<file path="src/design/sprpg_pkg.sv">
// ----------------------------------------------------------------------------
// sprpg_pkg
// Types, codes and constants shared by the servo ramp and power gate block.
// ----------------------------------------------------------------------------
package sprpg_pkg;

	// Field widths.
	localparam int POS_W   = 12;
	localparam int LVL_W   = 7;
	localparam int TRANS_W = 16;
	localparam int CMD_W   = 2;
	localparam int CL_W    = 8;
	localparam int REG_W   = 1;

	// Packed stream widths.
	localparam int S_TDATA_W = 24;
	localparam int M_TDATA_W = 24;

	// Divider and multiplier sizes.
	localparam int NUM_W  = 28;
	localparam int DEN_W  = 16;
	localparam int PROD_W = POS_W + TRANS_W + 2;

	// Reset values and fixed numbers.
	localparam logic [POS_W-1:0] CLOSED_RST = 12'd1000;
	localparam logic [POS_W-1:0] OPEN_RST   = 12'd2000;
	localparam int POWER_OFF_TICKS_DEF      = 500;
	localparam int PCT                      = 100;
	localparam logic [LVL_W-1:0] LEVEL_FULL = 7'd100;
	localparam logic signed [CL_W-1:0] LEVEL_UNKNOWN = -8'sd1;

	// Request commands.
	localparam logic [CMD_W-1:0] CMD_TICK    = 2'd0;
	localparam logic [CMD_W-1:0] CMD_SET     = 2'd1;
	localparam logic [CMD_W-1:0] CMD_RESTART = 2'd2;

	// Configuration register indexes.
	localparam logic [REG_W-1:0] REG_CLOSED = 1'b0;
	localparam logic [REG_W-1:0] REG_OPEN   = 1'b1;

	// Commands from the controller to the datapath.
	typedef struct packed {
		logic load_in;
		logic tick_jump;
		logic tick_step;
		logic tick_idle;
		logic set_open;
		logic set_mul;
		logic restart;
		logic apply_ramp;
		logic apply_set;
		logic lvl_mul;
		logic lvl_apply;
		logic lvl_plain;
		logic load_out;
	} dp_cmd_t;

	// Status from the datapath to the controller.
	typedef struct packed {
		logic [CMD_W-1:0] cmd;
		logic moving;
		logic level_eq;
		logic level_ge_full;
		logic ramp_done;
		logic range_zero;
		logic div_done;
	} dp_stat_t;

endpackage

</file>
<file path="src/design/sprpg_div.sv">
// ----------------------------------------------------------------------------
// sprpg_div
// Unsigned restoring divider, one quotient bit per cycle.
// ----------------------------------------------------------------------------
module sprpg_div #(
	parameter int NW = sprpg_pkg::NUM_W,
	parameter int DW = sprpg_pkg::DEN_W
) (
	input  logic          clk,
	input  logic          arst_n,
	input  logic          start,
	input  logic [NW-1:0] num,
	input  logic [DW-1:0] den,
	output logic          done,
	output logic [NW-1:0] quo,
	output logic [DW-1:0] rem
);
	import sprpg_pkg::*;

	localparam int CNT_W = $clog2(NW + 1);

	logic [NW-1:0]    quo_q;
	logic [DW-1:0]    rem_q;
	logic [DW-1:0]    den_q;
	logic [CNT_W-1:0] cnt_q;
	logic             busy_q;
	logic             done_q;
	logic [DW:0]      trial;
	logic [DW:0]      diff;
	logic             ge;

	// Shift in the next dividend bit and try the subtraction.
	assign trial = {rem_q, quo_q[NW-1]};
	assign diff  = trial - {1'b0, den_q};
	assign ge    = (trial >= {1'b0, den_q});

	// Step counter and handshake.
	always_ff @(posedge clk or negedge arst_n) begin
		if (!arst_n) begin
			busy_q <= 1'b0;
			done_q <= 1'b0;
			cnt_q  <= '0;
		end else begin
			done_q <= 1'b0;
			if (start) begin
				busy_q <= 1'b1;
				cnt_q  <= CNT_W'(NW);
			end else if (busy_q) begin
				cnt_q <= cnt_q - 1'b1;
				if (cnt_q == CNT_W'(1)) begin
					busy_q <= 1'b0;
					done_q <= 1'b1;
				end
			end
		end
	end

	// Partial remainder and quotient.
	always_ff @(posedge clk) begin
		if (start) begin
			quo_q <= num;
			rem_q <= '0;
			den_q <= den;
		end else if (busy_q) begin
			quo_q <= {quo_q[NW-2:0], ge};
			rem_q <= ge ? diff[DW-1:0] : trial[DW-1:0];
		end
	end

	assign done = done_q;
	assign quo  = quo_q;
	assign rem  = rem_q;

endmodule

</file>
<file path="src/design/sprpg_dpath.sv">
// ----------------------------------------------------------------------------
// sprpg_dpath
// Position, target, ramp and power registers with the shared multiplier and
// divider that serve the ramp step, the level mapping and the level report.
// ----------------------------------------------------------------------------
module sprpg_dpath #(
	parameter int POWER_OFF_TICKS = sprpg_pkg::POWER_OFF_TICKS_DEF
) (
	input  logic                                clk,
	input  logic                                arst_n,
	input  logic                                cfg_we,
	input  logic [sprpg_pkg::REG_W-1:0]         cfg_addr,
	input  logic [sprpg_pkg::POS_W-1:0]         cfg_data,
	input  logic [sprpg_pkg::CMD_W-1:0]         in_cmd,
	input  logic [sprpg_pkg::LVL_W-1:0]         in_level,
	input  logic [sprpg_pkg::TRANS_W-1:0]       in_trans,
	input  sprpg_pkg::dp_cmd_t                  cmd,
	output sprpg_pkg::dp_stat_t                 stat,
	output logic [sprpg_pkg::POS_W-1:0]         out_position,
	output logic                                out_power,
	output logic                                out_moving,
	output logic signed [sprpg_pkg::CL_W-1:0]   out_level
);
	import sprpg_pkg::*;

	localparam int CD_W = $clog2(POWER_OFF_TICKS + 2);
	localparam logic [CD_W-1:0] CD_ARM = CD_W'(POWER_OFF_TICKS + 1);
	localparam int QS_W = NUM_W + 2;

	// Configuration and state.
	logic [POS_W-1:0]          closed_q, open_q;
	logic [POS_W-1:0]          cur_q, origin_q, tgt_q;
	logic [TRANS_W-1:0]        elapsed_q, ramp_q;
	logic signed [CL_W-1:0]    req_q;
	logic [CD_W-1:0]           cd_q;
	logic                      power_q;
	logic signed [CL_W-1:0]    lvl_q;

	// Latched request.
	logic [CMD_W-1:0]          cmd_q;
	logic [LVL_W-1:0]          level_q;
	logic [TRANS_W-1:0]        trans_q;

	// Multiplier and divider operands.
	logic signed [POS_W:0]     mul_a;
	logic signed [TRANS_W:0]   mul_b;
	logic signed [PROD_W-1:0]  prod;
	logic signed [PROD_W-1:0]  prod_s1;
	logic [DEN_W-1:0]          den_s1;
	logic                      den_neg_s1;
	logic                      floor_s1;
	logic                      start_s1;
	logic [PROD_W-1:0]         prod_neg;
	logic [NUM_W-1:0]          num_mag;
	logic                      div_done;
	logic [NUM_W-1:0]          quo;
	logic [DEN_W-1:0]          rem;

	// Derived values.
	logic [TRANS_W-1:0]        el_inc;
	logic signed [POS_W:0]     range;
	logic [POS_W:0]            range_neg;
	logic [POS_W-1:0]          range_mag;
	logic                      moving;
	logic                      neg_res;
	logic [QS_W-1:0]           q_ext;
	logic [QS_W-1:0]           q_sgn;
	logic signed [QS_W-1:0]    q_fix;
	logic [POS_W-1:0]          ramp_pos;
	logic signed [CL_W-1:0]    q_sat;

	assign moving    = (cur_q != tgt_q);
	assign el_inc    = (elapsed_q == '1) ? elapsed_q : elapsed_q + 1'b1;
	assign range     = $signed({1'b0, open_q}) - $signed({1'b0, closed_q});
	assign range_neg = -range;
	assign range_mag = range[POS_W] ? range_neg[POS_W-1:0] : range[POS_W-1:0];

	// Status for the controller.
	always_comb begin
		stat.cmd           = cmd_q;
		stat.moving        = moving;
		stat.level_eq      = ($signed({1'b0, level_q}) == req_q);
		stat.level_ge_full = (level_q >= LEVEL_FULL);
		stat.ramp_done     = (ramp_q == '0) || (el_inc >= ramp_q);
		stat.range_zero    = (range == '0);
		stat.div_done      = div_done;
	end

	// Operand selection for the single multiplier.
	always_comb begin
		if (cmd.tick_step) begin
			mul_a = $signed({1'b0, tgt_q}) - $signed({1'b0, origin_q});
			mul_b = $signed({1'b0, el_inc});
		end else if (cmd.set_mul) begin
			mul_a = range;
			mul_b = $signed({{(TRANS_W + 1 - LVL_W){1'b0}}, level_q});
		end else begin
			mul_a = $signed({1'b0, cur_q}) - $signed({1'b0, closed_q});
			mul_b = (TRANS_W + 1)'(PCT);
		end
	end

	assign prod = mul_a * mul_b;

	// Product and divisor register; the divider starts in the next cycle.
	always_ff @(posedge clk or negedge arst_n) begin
		if (!arst_n) begin
			start_s1 <= 1'b0;
		end else begin
			start_s1 <= cmd.tick_step | cmd.set_mul | cmd.lvl_mul;
		end
	end

	always_ff @(posedge clk) begin
		if (cmd.tick_step | cmd.set_mul | cmd.lvl_mul) begin
			prod_s1 <= prod;
			if (cmd.tick_step) begin
				den_s1     <= ramp_q;
				den_neg_s1 <= 1'b0;
				floor_s1   <= 1'b1;
			end else if (cmd.set_mul) begin
				den_s1     <= DEN_W'(PCT);
				den_neg_s1 <= 1'b0;
				floor_s1   <= 1'b1;
			end else begin
				den_s1     <= {{(DEN_W - POS_W){1'b0}}, range_mag};
				den_neg_s1 <= range[POS_W];
				floor_s1   <= 1'b0;
			end
		end
	end

	assign prod_neg = -prod_s1;
	assign num_mag  = prod_s1[PROD_W-1] ? prod_neg[NUM_W-1:0] : prod_s1[NUM_W-1:0];

	sprpg_div #(
		.NW (NUM_W),
		.DW (DEN_W)
	) u_div (
		.clk    (clk),
		.arst_n (arst_n),
		.start  (start_s1),
		.num    (num_mag),
		.den    (den_s1),
		.done   (div_done),
		.quo    (quo),
		.rem    (rem)
	);

	// Signed quotient: floored for ramp and set, truncated for the report.
	assign neg_res = prod_s1[PROD_W-1] ^ den_neg_s1;
	assign q_ext   = {2'b00, quo};
	assign q_sgn   = neg_res ? -q_ext : q_ext;
	assign q_fix   = (floor_s1 && neg_res && (rem != '0)) ? $signed(q_sgn - 1'b1)
	                                                       : $signed(q_sgn);
	assign ramp_pos = origin_q + q_fix[POS_W-1:0];

	// Percentage saturated to the signed byte.
	always_comb begin
		if (q_fix > QS_W'(127)) begin
			q_sat = 8'sd127;
		end else if (q_fix < -QS_W'(128)) begin
			q_sat = -8'sd128;
		end else begin
			q_sat = q_fix[CL_W-1:0];
		end
	end

	// Request latch.
	always_ff @(posedge clk) begin
		if (cmd.load_in) begin
			cmd_q   <= in_cmd;
			level_q <= in_level;
			trans_q <= in_trans;
		end
	end

	// Configuration registers.
	always_ff @(posedge clk or negedge arst_n) begin
		if (!arst_n) begin
			closed_q <= CLOSED_RST;
			open_q   <= OPEN_RST;
		end else if (cfg_we) begin
			case (cfg_addr)
				REG_CLOSED: closed_q <= cfg_data;
				REG_OPEN:   open_q   <= cfg_data;
				default: ;
			endcase
		end
	end

	// Ramp, target and power state.
	always_ff @(posedge clk or negedge arst_n) begin
		if (!arst_n) begin
			cur_q     <= CLOSED_RST + 1'b1;
			origin_q  <= CLOSED_RST + 1'b1;
			tgt_q     <= CLOSED_RST;
			elapsed_q <= '0;
			ramp_q    <= '0;
			req_q     <= LEVEL_UNKNOWN;
			cd_q      <= '0;
			power_q   <= 1'b0;
		end else if (cmd.restart) begin
			cur_q     <= closed_q + 1'b1;
			origin_q  <= closed_q + 1'b1;
			tgt_q     <= closed_q;
			elapsed_q <= '0;
			ramp_q    <= '0;
			req_q     <= LEVEL_UNKNOWN;
			cd_q      <= '0;
			power_q   <= 1'b0;
		end else if (cmd.tick_jump) begin
			cur_q     <= tgt_q;
			power_q   <= 1'b1;
			elapsed_q <= '0;
			ramp_q    <= '0;
			cd_q      <= CD_ARM;
		end else if (cmd.tick_step) begin
			elapsed_q <= el_inc;
		end else if (cmd.apply_ramp) begin
			cur_q   <= ramp_pos;
			power_q <= 1'b1;
			if (ramp_pos == tgt_q) begin
				elapsed_q <= '0;
				ramp_q    <= '0;
				cd_q      <= CD_ARM;
			end
		end else if (cmd.tick_idle) begin
			if (cd_q != '0) begin
				cd_q <= cd_q - 1'b1;
				if (cd_q == CD_W'(1)) begin
					power_q <= 1'b0;
				end
			end
		end else if (cmd.set_open || cmd.set_mul) begin
			req_q     <= $signed({1'b0, level_q});
			origin_q  <= cur_q;
			elapsed_q <= '0;
			ramp_q    <= trans_q;
			cd_q      <= '0;
			if (cmd.set_open) begin
				tgt_q <= open_q;
			end
		end else if (cmd.apply_set) begin
			tgt_q <= closed_q + q_fix[POS_W-1:0];
		end
	end

	// Reported level.
	always_ff @(posedge clk) begin
		if (cmd.lvl_apply) begin
			lvl_q <= q_sat;
		end else if (cmd.lvl_plain) begin
			lvl_q <= moving ? LEVEL_UNKNOWN : req_q;
		end
	end

	// Result register.
	always_ff @(posedge clk) begin
		if (cmd.load_out) begin
			out_position <= cur_q;
			out_power    <= power_q;
			out_moving   <= moving;
			out_level    <= lvl_q;
		end
	end

endmodule

</file>
<file path="src/design/sprpg_ctrl.sv">
// ----------------------------------------------------------------------------
// sprpg_ctrl
// Sequencer: takes one request, steps the datapath through the command and
// the level report, then hands the result to the output register.
// ----------------------------------------------------------------------------
module sprpg_ctrl (
	input  logic                  clk,
	input  logic                  arst_n,
	input  logic                  s_tvalid,
	output logic                  s_tready,
	output logic                  m_tvalid,
	input  logic                  m_tready,
	input  sprpg_pkg::dp_stat_t   stat,
	output sprpg_pkg::dp_cmd_t    cmd
);
	import sprpg_pkg::*;

	localparam logic [2:0] ST_IDLE      = 3'd0;
	localparam logic [2:0] ST_DISPATCH  = 3'd1;
	localparam logic [2:0] ST_WAIT_RAMP = 3'd2;
	localparam logic [2:0] ST_WAIT_SET  = 3'd3;
	localparam logic [2:0] ST_LEVEL     = 3'd4;
	localparam logic [2:0] ST_WAIT_LVL  = 3'd5;
	localparam logic [2:0] ST_OUT       = 3'd6;

	logic [2:0] state_q, state_d;
	logic       out_valid_q;

	// Next state and datapath commands.
	always_comb begin
		state_d  = state_q;
		cmd      = '0;
		s_tready = 1'b0;
		case (state_q)
			ST_IDLE: begin
				s_tready = 1'b1;
				if (s_tvalid) begin
					cmd.load_in = 1'b1;
					state_d     = ST_DISPATCH;
				end
			end
			ST_DISPATCH: begin
				state_d = ST_LEVEL;
				case (stat.cmd)
					CMD_TICK: begin
						if (!stat.moving) begin
							cmd.tick_idle = 1'b1;
						end else if (stat.ramp_done) begin
							cmd.tick_jump = 1'b1;
						end else begin
							cmd.tick_step = 1'b1;
							state_d       = ST_WAIT_RAMP;
						end
					end
					CMD_SET: begin
						if (stat.level_eq) begin
							state_d = ST_LEVEL;
						end else if (stat.level_ge_full) begin
							cmd.set_open = 1'b1;
						end else begin
							cmd.set_mul = 1'b1;
							state_d     = ST_WAIT_SET;
						end
					end
					CMD_RESTART: begin
						cmd.restart = 1'b1;
					end
					default: ;
				endcase
			end
			ST_WAIT_RAMP: begin
				if (stat.div_done) begin
					cmd.apply_ramp = 1'b1;
					state_d        = ST_LEVEL;
				end
			end
			ST_WAIT_SET: begin
				if (stat.div_done) begin
					cmd.apply_set = 1'b1;
					state_d       = ST_LEVEL;
				end
			end
			ST_LEVEL: begin
				if (stat.moving && !stat.range_zero) begin
					cmd.lvl_mul = 1'b1;
					state_d     = ST_WAIT_LVL;
				end else begin
					cmd.lvl_plain = 1'b1;
					state_d       = ST_OUT;
				end
			end
			ST_WAIT_LVL: begin
				if (stat.div_done) begin
					cmd.lvl_apply = 1'b1;
					state_d       = ST_OUT;
				end
			end
			ST_OUT: begin
				if (!out_valid_q || m_tready) begin
					cmd.load_out = 1'b1;
					state_d      = ST_IDLE;
				end
			end
			default: begin
				state_d = ST_IDLE;
			end
		endcase
	end

	// State and output valid flag.
	always_ff @(posedge clk or negedge arst_n) begin
		if (!arst_n) begin
			state_q     <= ST_IDLE;
			out_valid_q <= 1'b0;
		end else begin
			state_q <= state_d;
			if (cmd.load_out) begin
				out_valid_q <= 1'b1;
			end else if (m_tready) begin
				out_valid_q <= 1'b0;
			end
		end
	end

	assign m_tvalid = out_valid_q;

endmodule

</file>
<file path="src/design/servo_position_ramp_power_gate_core.sv">
// ----------------------------------------------------------------------------
// servo_position_ramp_power_gate_core
// Servo opening controller: linear position ramp with delayed power-off.
// ----------------------------------------------------------------------------
// Requests enter on the s_ stream: s_tuser carries the command (tick, set
// level, restart) and s_tdata the level and ramp length. Every request gives
// exactly one result on the m_ stream: position, power, moving flag and the
// reported percentage. closed_position and open_position are written through
// cfg_we, cfg_addr and cfg_data; the user must do so only while no request is
// in flight, since the block does not enforce it. One request is worked on at
// a time. A request that needs no division passes through the dispatch, level
// and output states. A ramp step or a level mapping adds one division (product
// register, divider start and one radix-2 step per quotient bit), and the
// percentage report while moving over a nonzero range adds another. That
// divider, shared by all three uses, sets the rate.
// After reset the registers hold 1000 and 2000, the position is one above
// closed, so the first tick drives the servo to closed, and power is off.
// The result sits in an output register; the next request is accepted while
// it waits, and a stalled receiver holds only the following result back.
// ----------------------------------------------------------------------------
module servo_position_ramp_power_gate_core #(
	parameter int POWER_OFF_TICKS = sprpg_pkg::POWER_OFF_TICKS_DEF
) (
	input  logic                               clk,
	input  logic                               arst_n,
	// Configuration write port.
	input  logic                               cfg_we,
	input  logic [sprpg_pkg::REG_W-1:0]        cfg_addr,
	input  logic [sprpg_pkg::POS_W-1:0]        cfg_data,
	// Request stream.
	input  logic                               s_tvalid,
	output logic                               s_tready,
	input  logic [sprpg_pkg::S_TDATA_W-1:0]    s_tdata,  // level[6:0], transition_ticks[22:7]
	input  logic [sprpg_pkg::CMD_W-1:0]        s_tuser,  // command[1:0]
	// Result stream.
	output logic                               m_tvalid,
	input  logic                               m_tready,
	output logic [sprpg_pkg::M_TDATA_W-1:0]    m_tdata   // position[11:0], power_on[12],
	                                                     // moving[13], current_level[21:14]
);
	import sprpg_pkg::*;

	dp_cmd_t                 cmd;
	dp_stat_t                stat;
	logic [POS_W-1:0]        out_position;
	logic                    out_power;
	logic                    out_moving;
	logic signed [CL_W-1:0]  out_level;

	// Sequencer.
	sprpg_ctrl u_ctrl (
		.clk      (clk),
		.arst_n   (arst_n),
		.s_tvalid (s_tvalid),
		.s_tready (s_tready),
		.m_tvalid (m_tvalid),
		.m_tready (m_tready),
		.stat     (stat),
		.cmd      (cmd)
	);

	// Datapath with its shared divider.
	sprpg_dpath #(
		.POWER_OFF_TICKS (POWER_OFF_TICKS)
	) u_dpath (
		.clk          (clk),
		.arst_n       (arst_n),
		.cfg_we       (cfg_we),
		.cfg_addr     (cfg_addr),
		.cfg_data     (cfg_data),
		.in_cmd       (s_tuser),
		.in_level     (s_tdata[LVL_W-1:0]),
		.in_trans     (s_tdata[LVL_W+TRANS_W-1:LVL_W]),
		.cmd          (cmd),
		.stat         (stat),
		.out_position (out_position),
		.out_power    (out_power),
		.out_moving   (out_moving),
		.out_level    (out_level)
	);

	// Pack the result fields, lowest first.
	assign m_tdata = {{(M_TDATA_W - POS_W - 2 - CL_W){1'b0}},
	                  out_level, out_moving, out_power, out_position};

endmodule

</file>
<file path="config.mk">
export PLATFORM = sky130hd
export DESIGN_NAME = servo_position_ramp_power_gate_core
export DESIGN_NICKNAME = d
export VERILOG_FILES = /design/src/design/sprpg_pkg.sv /design/src/design/sprpg_div.sv /design/src/design/sprpg_dpath.sv /design/src/design/sprpg_ctrl.sv /design/src/design/servo_position_ramp_power_gate_core.sv
export SDC_FILE = /design/constraint.sdc
export NUM_CORES = 1
export LEC_CHECK = 0
export ABC_AREA = 0
export BUFFER_PORTS_ARGS = -buffer_cell sky130_fd_sc_hd__buf_2
export CORE_MARGIN = 1.5
export CORE_UTILIZATION = 51
export CTS_BUF_LIST = sky130_fd_sc_hd__clkbuf_8
export DETAILED_ROUTE_END_ITERATION = 10
export PLACE_DENSITY = 0.7
export RECOVER_POWER = 25
export SYNTH_ARGS = -nofsm -noshare
export SYNTH_HDL_FRONTEND = slang
export SYNTH_SLANG_ARGS = --single-unit
</file>
<file path="constraint.sdc">
create_clock -name clk -period 26.1 [get_ports clk]
set_clock_uncertainty 0.15 [all_clocks]
set_input_delay 2.61 -clock clk [delete_from_list [all_inputs] [get_ports clk]]
set_output_delay 2.61 -clock clk [all_outputs]
set_load 0.05 [all_outputs]
</file>
; ---- Yosys cells after proc, flatten, opt, wreduce, memory -nomap -nowiden
; Index checks and enable logic that the tools add are counted.
[totals]
register_bits = 285
latchBits = 0
mem_bits_rw = 0
mem_bits_ro = 0
input_bits = 44
out_inout_bits = 26
word_cells = 239
mem_count = 0
[op_classes]
add_sub_neg = 14
n_mul = 1
div_mod_pow = 0
magnitude_cmp = 5
eq_ne = 29
n_shift = 0
mux = 117
n_bitwise = 4
n_reduce_logical = 38
[ops]
columns = operator, count
row1 = 16-bit 2-to-1 mux, 17
row2 = 12-bit 2-to-1 mux, 20
row3 = 8-bit 2-to-1 mux, 11
row4 = 28-bit 2-to-1 mux, 3
row5 = 9-bit 2-to-1 mux, 8
row6 = 30-bit 2-to-1 mux, 2
row7 = 12-bit by 12-bit subtractor with 13-bit output, 3
row8 = 1-bit 2-to-1 mux, 35
row9 = 30-bit by 8-bit > comparator with 1-bit output (second input constant), 1
row10 = 30-bit by 8-bit < comparator with 1-bit output (second input constant), 1
row11 = 13-bit by 17-bit multiplier with 30-bit output, 1
row12 = 28-bit negator with 30-bit output, 1
row13 = 30-bit by 1-bit subtractor with 30-bit output (second input constant), 1
row14 = 28-bit negator, 1
row15 = 3-bit 2-to-1 mux, 9
row16 = 13-bit 2-to-1 mux, 2
row17 = 12-bit adder, 2
row18 = 3-bit one-hot mux with 6 select lines, 1
row19 = 17-bit by 16-bit >= comparator with 1-bit output, 1
row20 = 16-bit by 1-bit adder with 16-bit output (second input constant), 1
row21 = 16-bit == test (second input constant), 1
row22 = 16-bit >= comparator, 1
row23 = 16-bit zero test, 1
row24 = 4-bit AND reduction, 4
row25 = other kinds (49), 80

; ---- Logic depth before layout (Yosys ltp)
[logic_depth]
depth_word = 15
ltp_mapped = 46
ltp_nobuf = 44

; ---- Hierarchy
; A second synthesis with hierarchy kept.
[unflattened]
hier_cells = 2810
area_unflattened_um2 = 26067.5
[by_module_without_submodules]
columns = module, n_inst, cells_per_inst, area_each_um2, seq_area_each_um2
row1 = sprpg_dpath, 1, 2452, 22093.7, 5890.6
row2 = sprpg_div, 1, 301, 3502.1, 1816.7
row3 = sprpg_ctrl, 1, 52, 437.9, 100.1
row4 = servo_position_ramp_power_gate_core, 1, 5, 33.8, 0.0

; ---- Least setup slack after synthesis
; No wires, ideal clock.
[synth_path]
kind = reg-to-reg
from = register u_dpath.elapsed_q[0]
to = register u_dpath.prod_s1[29], data pin
setup_time_ns = 0.273
arrival_ns = 10.521
t_required_ns = 25.677
slack_ns = 15.157
path_stages_with_launch = 41
path_buffers = 5
period_less_slack_ns = 10.943
cell_sequence = dfrtp_1 -> ha_1 -> and3_1 -> clkbuf_1 -> nand3_1 -> nor2b_1 -> nand3_1 -> clkbuf_1 -> nand2_1 -> xnor2_1 -> ha_1 -> a21o_1 -> a2111oi_0 -> o21ai_0 -> a311o_1 -> a21o_1 -> a2111oi_0 -> clkbuf_1 -> [5 not listed] -> fa_1 -> inv_1 -> fa_1 -> inv_1 -> fa_1 -> fa_1 -> fa_1 -> ha_1 -> ha_1 -> a2111oi_0 -> nand2b_1 -> o41ai_1 -> a21oi_1 -> a211oi_1 -> nor3_1 -> and4_1 -> a2111oi_0 -> xnor2_1
[synth_via]
elab_chain_len = 10
elab_cells_between_ends = 12
classes_between = add/sub: 1 / mul: 1 / order compare: 1 / eq/ne: 1 / mux: 7 / reduce/logical: 1
[synth_lines]
columns = item, line_no
row1 = "start, declared", sprpg_dpath.sv:33  ; logic [TRANS_W-1:0] elapsed_q, ramp_q;
row2 = "start signal, assigned", sprpg_dpath.sv:219  ; elapsed_q <= el_inc;
row3 = 16-bit by 1-bit adder with 16-bit output or 16-bit == test (tied branches), sprpg_dpath.sv:73  ; assign el_inc = (elapsed_q == '1) ? elapsed_q : elapsed_q + 1'b1;
row4 = 16-bit 2-to-1 mux (*), sprpg_dpath.sv:73
row5 = 16-bit >= comparator, sprpg_dpath.sv:84  ; stat.ramp_done = (ramp_q == '0) || (el_inc >= ramp_q);
row6 = 1-bit logical OR, sprpg_dpath.sv:84
row7 = 1-bit 2-to-1 mux, sprpg_ctrl.sv:48  ; end else if (stat.ramp_done) begin
row8 = 2-bit 2-to-1 mux, sprpg_ctrl.sv:46  ; if (!stat.moving) begin
row9 = 3-bit 2-to-1 mux, sprpg_ctrl.sv:44  ; case (stat.cmd)
row10 = 6-bit 2-to-1 mux, sprpg_ctrl.sv:34  ; case (state_q)
row11 = 13-bit 2-to-1 mux or 16-bit 2-to-1 mux (tied branches), sprpg_dpath.sv:91  ; if (cmd.tick_step) begin
row12 = 13-bit by 17-bit multiplier with 30-bit output (*), sprpg_dpath.sv:103  ; assign prod = mul_a * mul_b;
row13 = named net u_dpath.prod[29], sprpg_dpath.sv:47  ; logic signed [PROD_W-1:0] prod;
row14 = "end signal, assigned", sprpg_dpath.sv:116  ; prod_s1 <= prod;
row15 = "end, declared", sprpg_dpath.sv:48  ; logic signed [PROD_W-1:0] prod_s1;
; Mark *: on every way through the listed nets, which the timed path passes. The rest lies on a longest branch.
; A chain may end at the register's enable or synchronous reset.

; ---- Worst setup path in the final report
[layout_path]
from = register u_dpath.elapsed_q[4]
to = register u_dpath.prod_s1[29], data pin
; The elaborated chain is that of the path after synthesis.

==> flow_metrics.tcl <==
set metrics [dict create \
    status "complete, but fails checks" \
    violations "capacitance limit, slew limit" \
    yosysWarnings 0 \
    fill_cells 4376 \
    final_common_cell "nand2_1" \
    rows 81 \
    cts.reportedPaths.clkPinSlew_ps 70 \
    drive_gt1_frac 0.09601 \
    die_y_um 225.6 \
    postRouteAntennaNets 0 \
    setup_slack_ps 12950 \
    path_max_fanout 17 \
    synthToLayoutAreaGrowth_pct 8.281 \
    synth_area_um2 25280 \
    most-common-layout-cells "286 x nand2_1, 283 x inv_1, 262 x nor2_1" \
    slew_headroom -1.216 \
    startpoint "u_dpath.elapsed_q[4]" \
    worst-path-buf-inv 4 \
    clock_latency_ps 650 \
    gp_congestion 0.9879 \
    die_w_um 225.6 \
    drv_cap 5 \
    ios 70 \
    cp-start-kind "register" \
    cp_num_cells 39 \
    critical_path_arrival_ps 13370 \
    seq_area_frac_synth 0.3088 \
    ys_ff_latch 284 \
    antenna_found_initial 4 \
    io_buffers 66 \
    post-dp-hpwl_um 56320 \
    crit_family "compound AO/OA/AOI/OAI gates" \
    synth_edf_count 146 \
    worstHoldPathType "reg2reg" \
    antennaDiodeCount 0 \
    endpoint "u_dpath.prod_s1[29]" \
    r2r-end "u_dpath.prod_s1[29]" \
    grt_first_pass_wirelength_um 114900 \
    holdWs_ps 254.3 \
    synthDistinctLibCells 92 \
    vias 20610 \
    slowest_stage "nor3_2" \
    routed_wl_um 72250 \
    cts_num_sinks 284 \
    fp.dieArea_um2 50910 \
    root_buffer "clkbuf_8" \
    viasPerCell 5.893 \
    nNetsFinal 3194 \
    r2r_slack_ps 12950 \
    place_area_um2 26390 \
    crit_required_ps 26320 \
    cts_resized 0 \
    final_area_um2 27370 \
    htree_levels 2 \
    finalSetupTns_ps 0 \
    tightest_slew_ps 3323 \
    maxSlewViolCount 231 \
    holdBufCountCts 0 \
    syn_inst 2734 \
    post-place-ws_ps 13140 \
    setup_viol_count_final 0 \
    overflow 0 \
    end_kind "register" \
    post-route-drc-count 0 \
    critical-path-max-stage-delay_ps 860 \
    cp_common_cell "fa_1" \
    period_needed_ps 13150 \
    post_cts_buffers 0 \
    hold_viol_final 0 \
    start_util 0.5164 \
    avgSynthCellArea_um2 9.246 \
    grt_max_degree 78 \
    rsz0062_at_grt "false" \
    wl_per_cell_um 20.66 \
    setup.worst_path.class "reg2reg" \
    grt_pass1_vias 20650 \
    grt_usage 0.2945 \
    period_share 0.5038 \
    r2r-start "u_dpath.elapsed_q[4]" \
    firstDrtPassIters 5 \
    synthFlopType "edfxtp_1" \
    cts_tree "yes" \
    drt_iter0_markers 1690 \
    clock_path_buffers 3 \
    ys_async_sr_fraction 0.4296 \
    cts_buffers 51 \
    r2r_cells 39 \
    coreArea_um2 48950 \
    max_freq_mhz 76.05 \
]
[cell families after synthesis]
group                      after synthesis  synth area share
buffers and inverters                  376           0.05737
and+or+nand+nor                        900            0.1685
xor gates and xnor gates               218           0.07840
adders and majority gates              360            0.2257
muxes                                   58           0.02410
AOI/OAI and AO/OA                      537            0.1369
other                                    1         0.0001483
DFF                                    284            0.3088
[how the worst min path moves through the flow]
stage | startpoint | endpoint | cells past startpoint
3_3_place_gp | u_dpath.den_s1[9] | u_dpath.u_div.den_q[9] | 0
2_1_floorplan | u_dpath.lvl_q[0] | u_dpath.out_level[0] | 0
6_report | u_dpath.den_s1[12] | u_dpath.u_div.den_q[12] | 0
5_1_grt | u_dpath.den_s1[9] | u_dpath.u_div.den_q[9] | 0
4_1_cts | u_dpath.den_s1[12] | u_dpath.u_div.den_q[12] | 0
3_5_place_dp | u_dpath.lvl_q[4] | u_dpath.out_level[4] | 0
[synthesized netlist by cell type, types with 10 or more instances]
library cell	n	area, um^2
nand2_1	286	1074
inv_1	269	1010
nor2_1	262	983.4
ha_1	200	2502
fa_1	160	3203
edfxtp_1	146	4384
o21ai_0	143	715.7
xnor2_1	116	1016
a21oi_1	113	565.5
xor2_1	96	840.8
clkbuf_1	82	307.8
dfrtp_1	82	2052
nor3_1	65	325.3
nand3_1	46	230.2
dfstp_2	40	1051
nor4_1	39	244.0
a21o_1	35	262.8
mux2i_1	35	350.3
nor2b_1	30	187.7
a211oi_1	28	210.2
a31oi_1	28	175.2
and2_1	28	175.2
nand2b_1	26	162.7
o21a_1	26	195.2
mux2_2	23	259.0
nand4_1	22	137.6
o22ai_1	21	131.4
o31ai_1	20	150.1
and3_1	19	118.9
or3_1	19	118.9
dfxtp_1	16	320.3
o211ai_1	12	90.09
o41ai_1	12	105.1
or2_2	11	68.82
o21bai_1	10	75.07
or4_1	10	75.07
[sequential cells by signal, summed over array words and instances (netlist names), 16 cells and up]
name,count
u_dpath.u_div.rem,16
u_dpath.trans_q,16
u_dpath.u_div.den_q,16
u_dpath.ramp_q,16
u_dpath.prod_s1,29
u_dpath.u_div.quo,28
u_dpath.den_s1,16
u_dpath.elapsed_q,16
[metal layers]
metal,global-route usage,share of wire
met5,0,0.00061
met4,0.1160,0.038
met3,0.06531,0.092
met2,0.4613,0.44
met1,0.3974,0.43
[metrics by stage]
step	utilization	std cells
after CTS	0.5596	3497
after floorplan	-	2735
final	0.5592	3497
after detailed placement	0.5390	3401
after global placement	0.5390	3401
after global routing	0.5592	3497
[layout make-up]
class                      count  area (um^2)  share of cell area
clock buffer                  53        729.5             0.02665
clock inverter                43        279.0             0.01019
inverter                     271         1017             0.03716
multi-input combinational   2075        16090              0.5877
sequential                   284         7807              0.2852
tap                          664        830.8             0.03035
timing repair buffer         107        620.6             0.02267
Power is not shown: default switching activity piles up to over one toggle a cycle in this logic, so the estimate is an artifact.
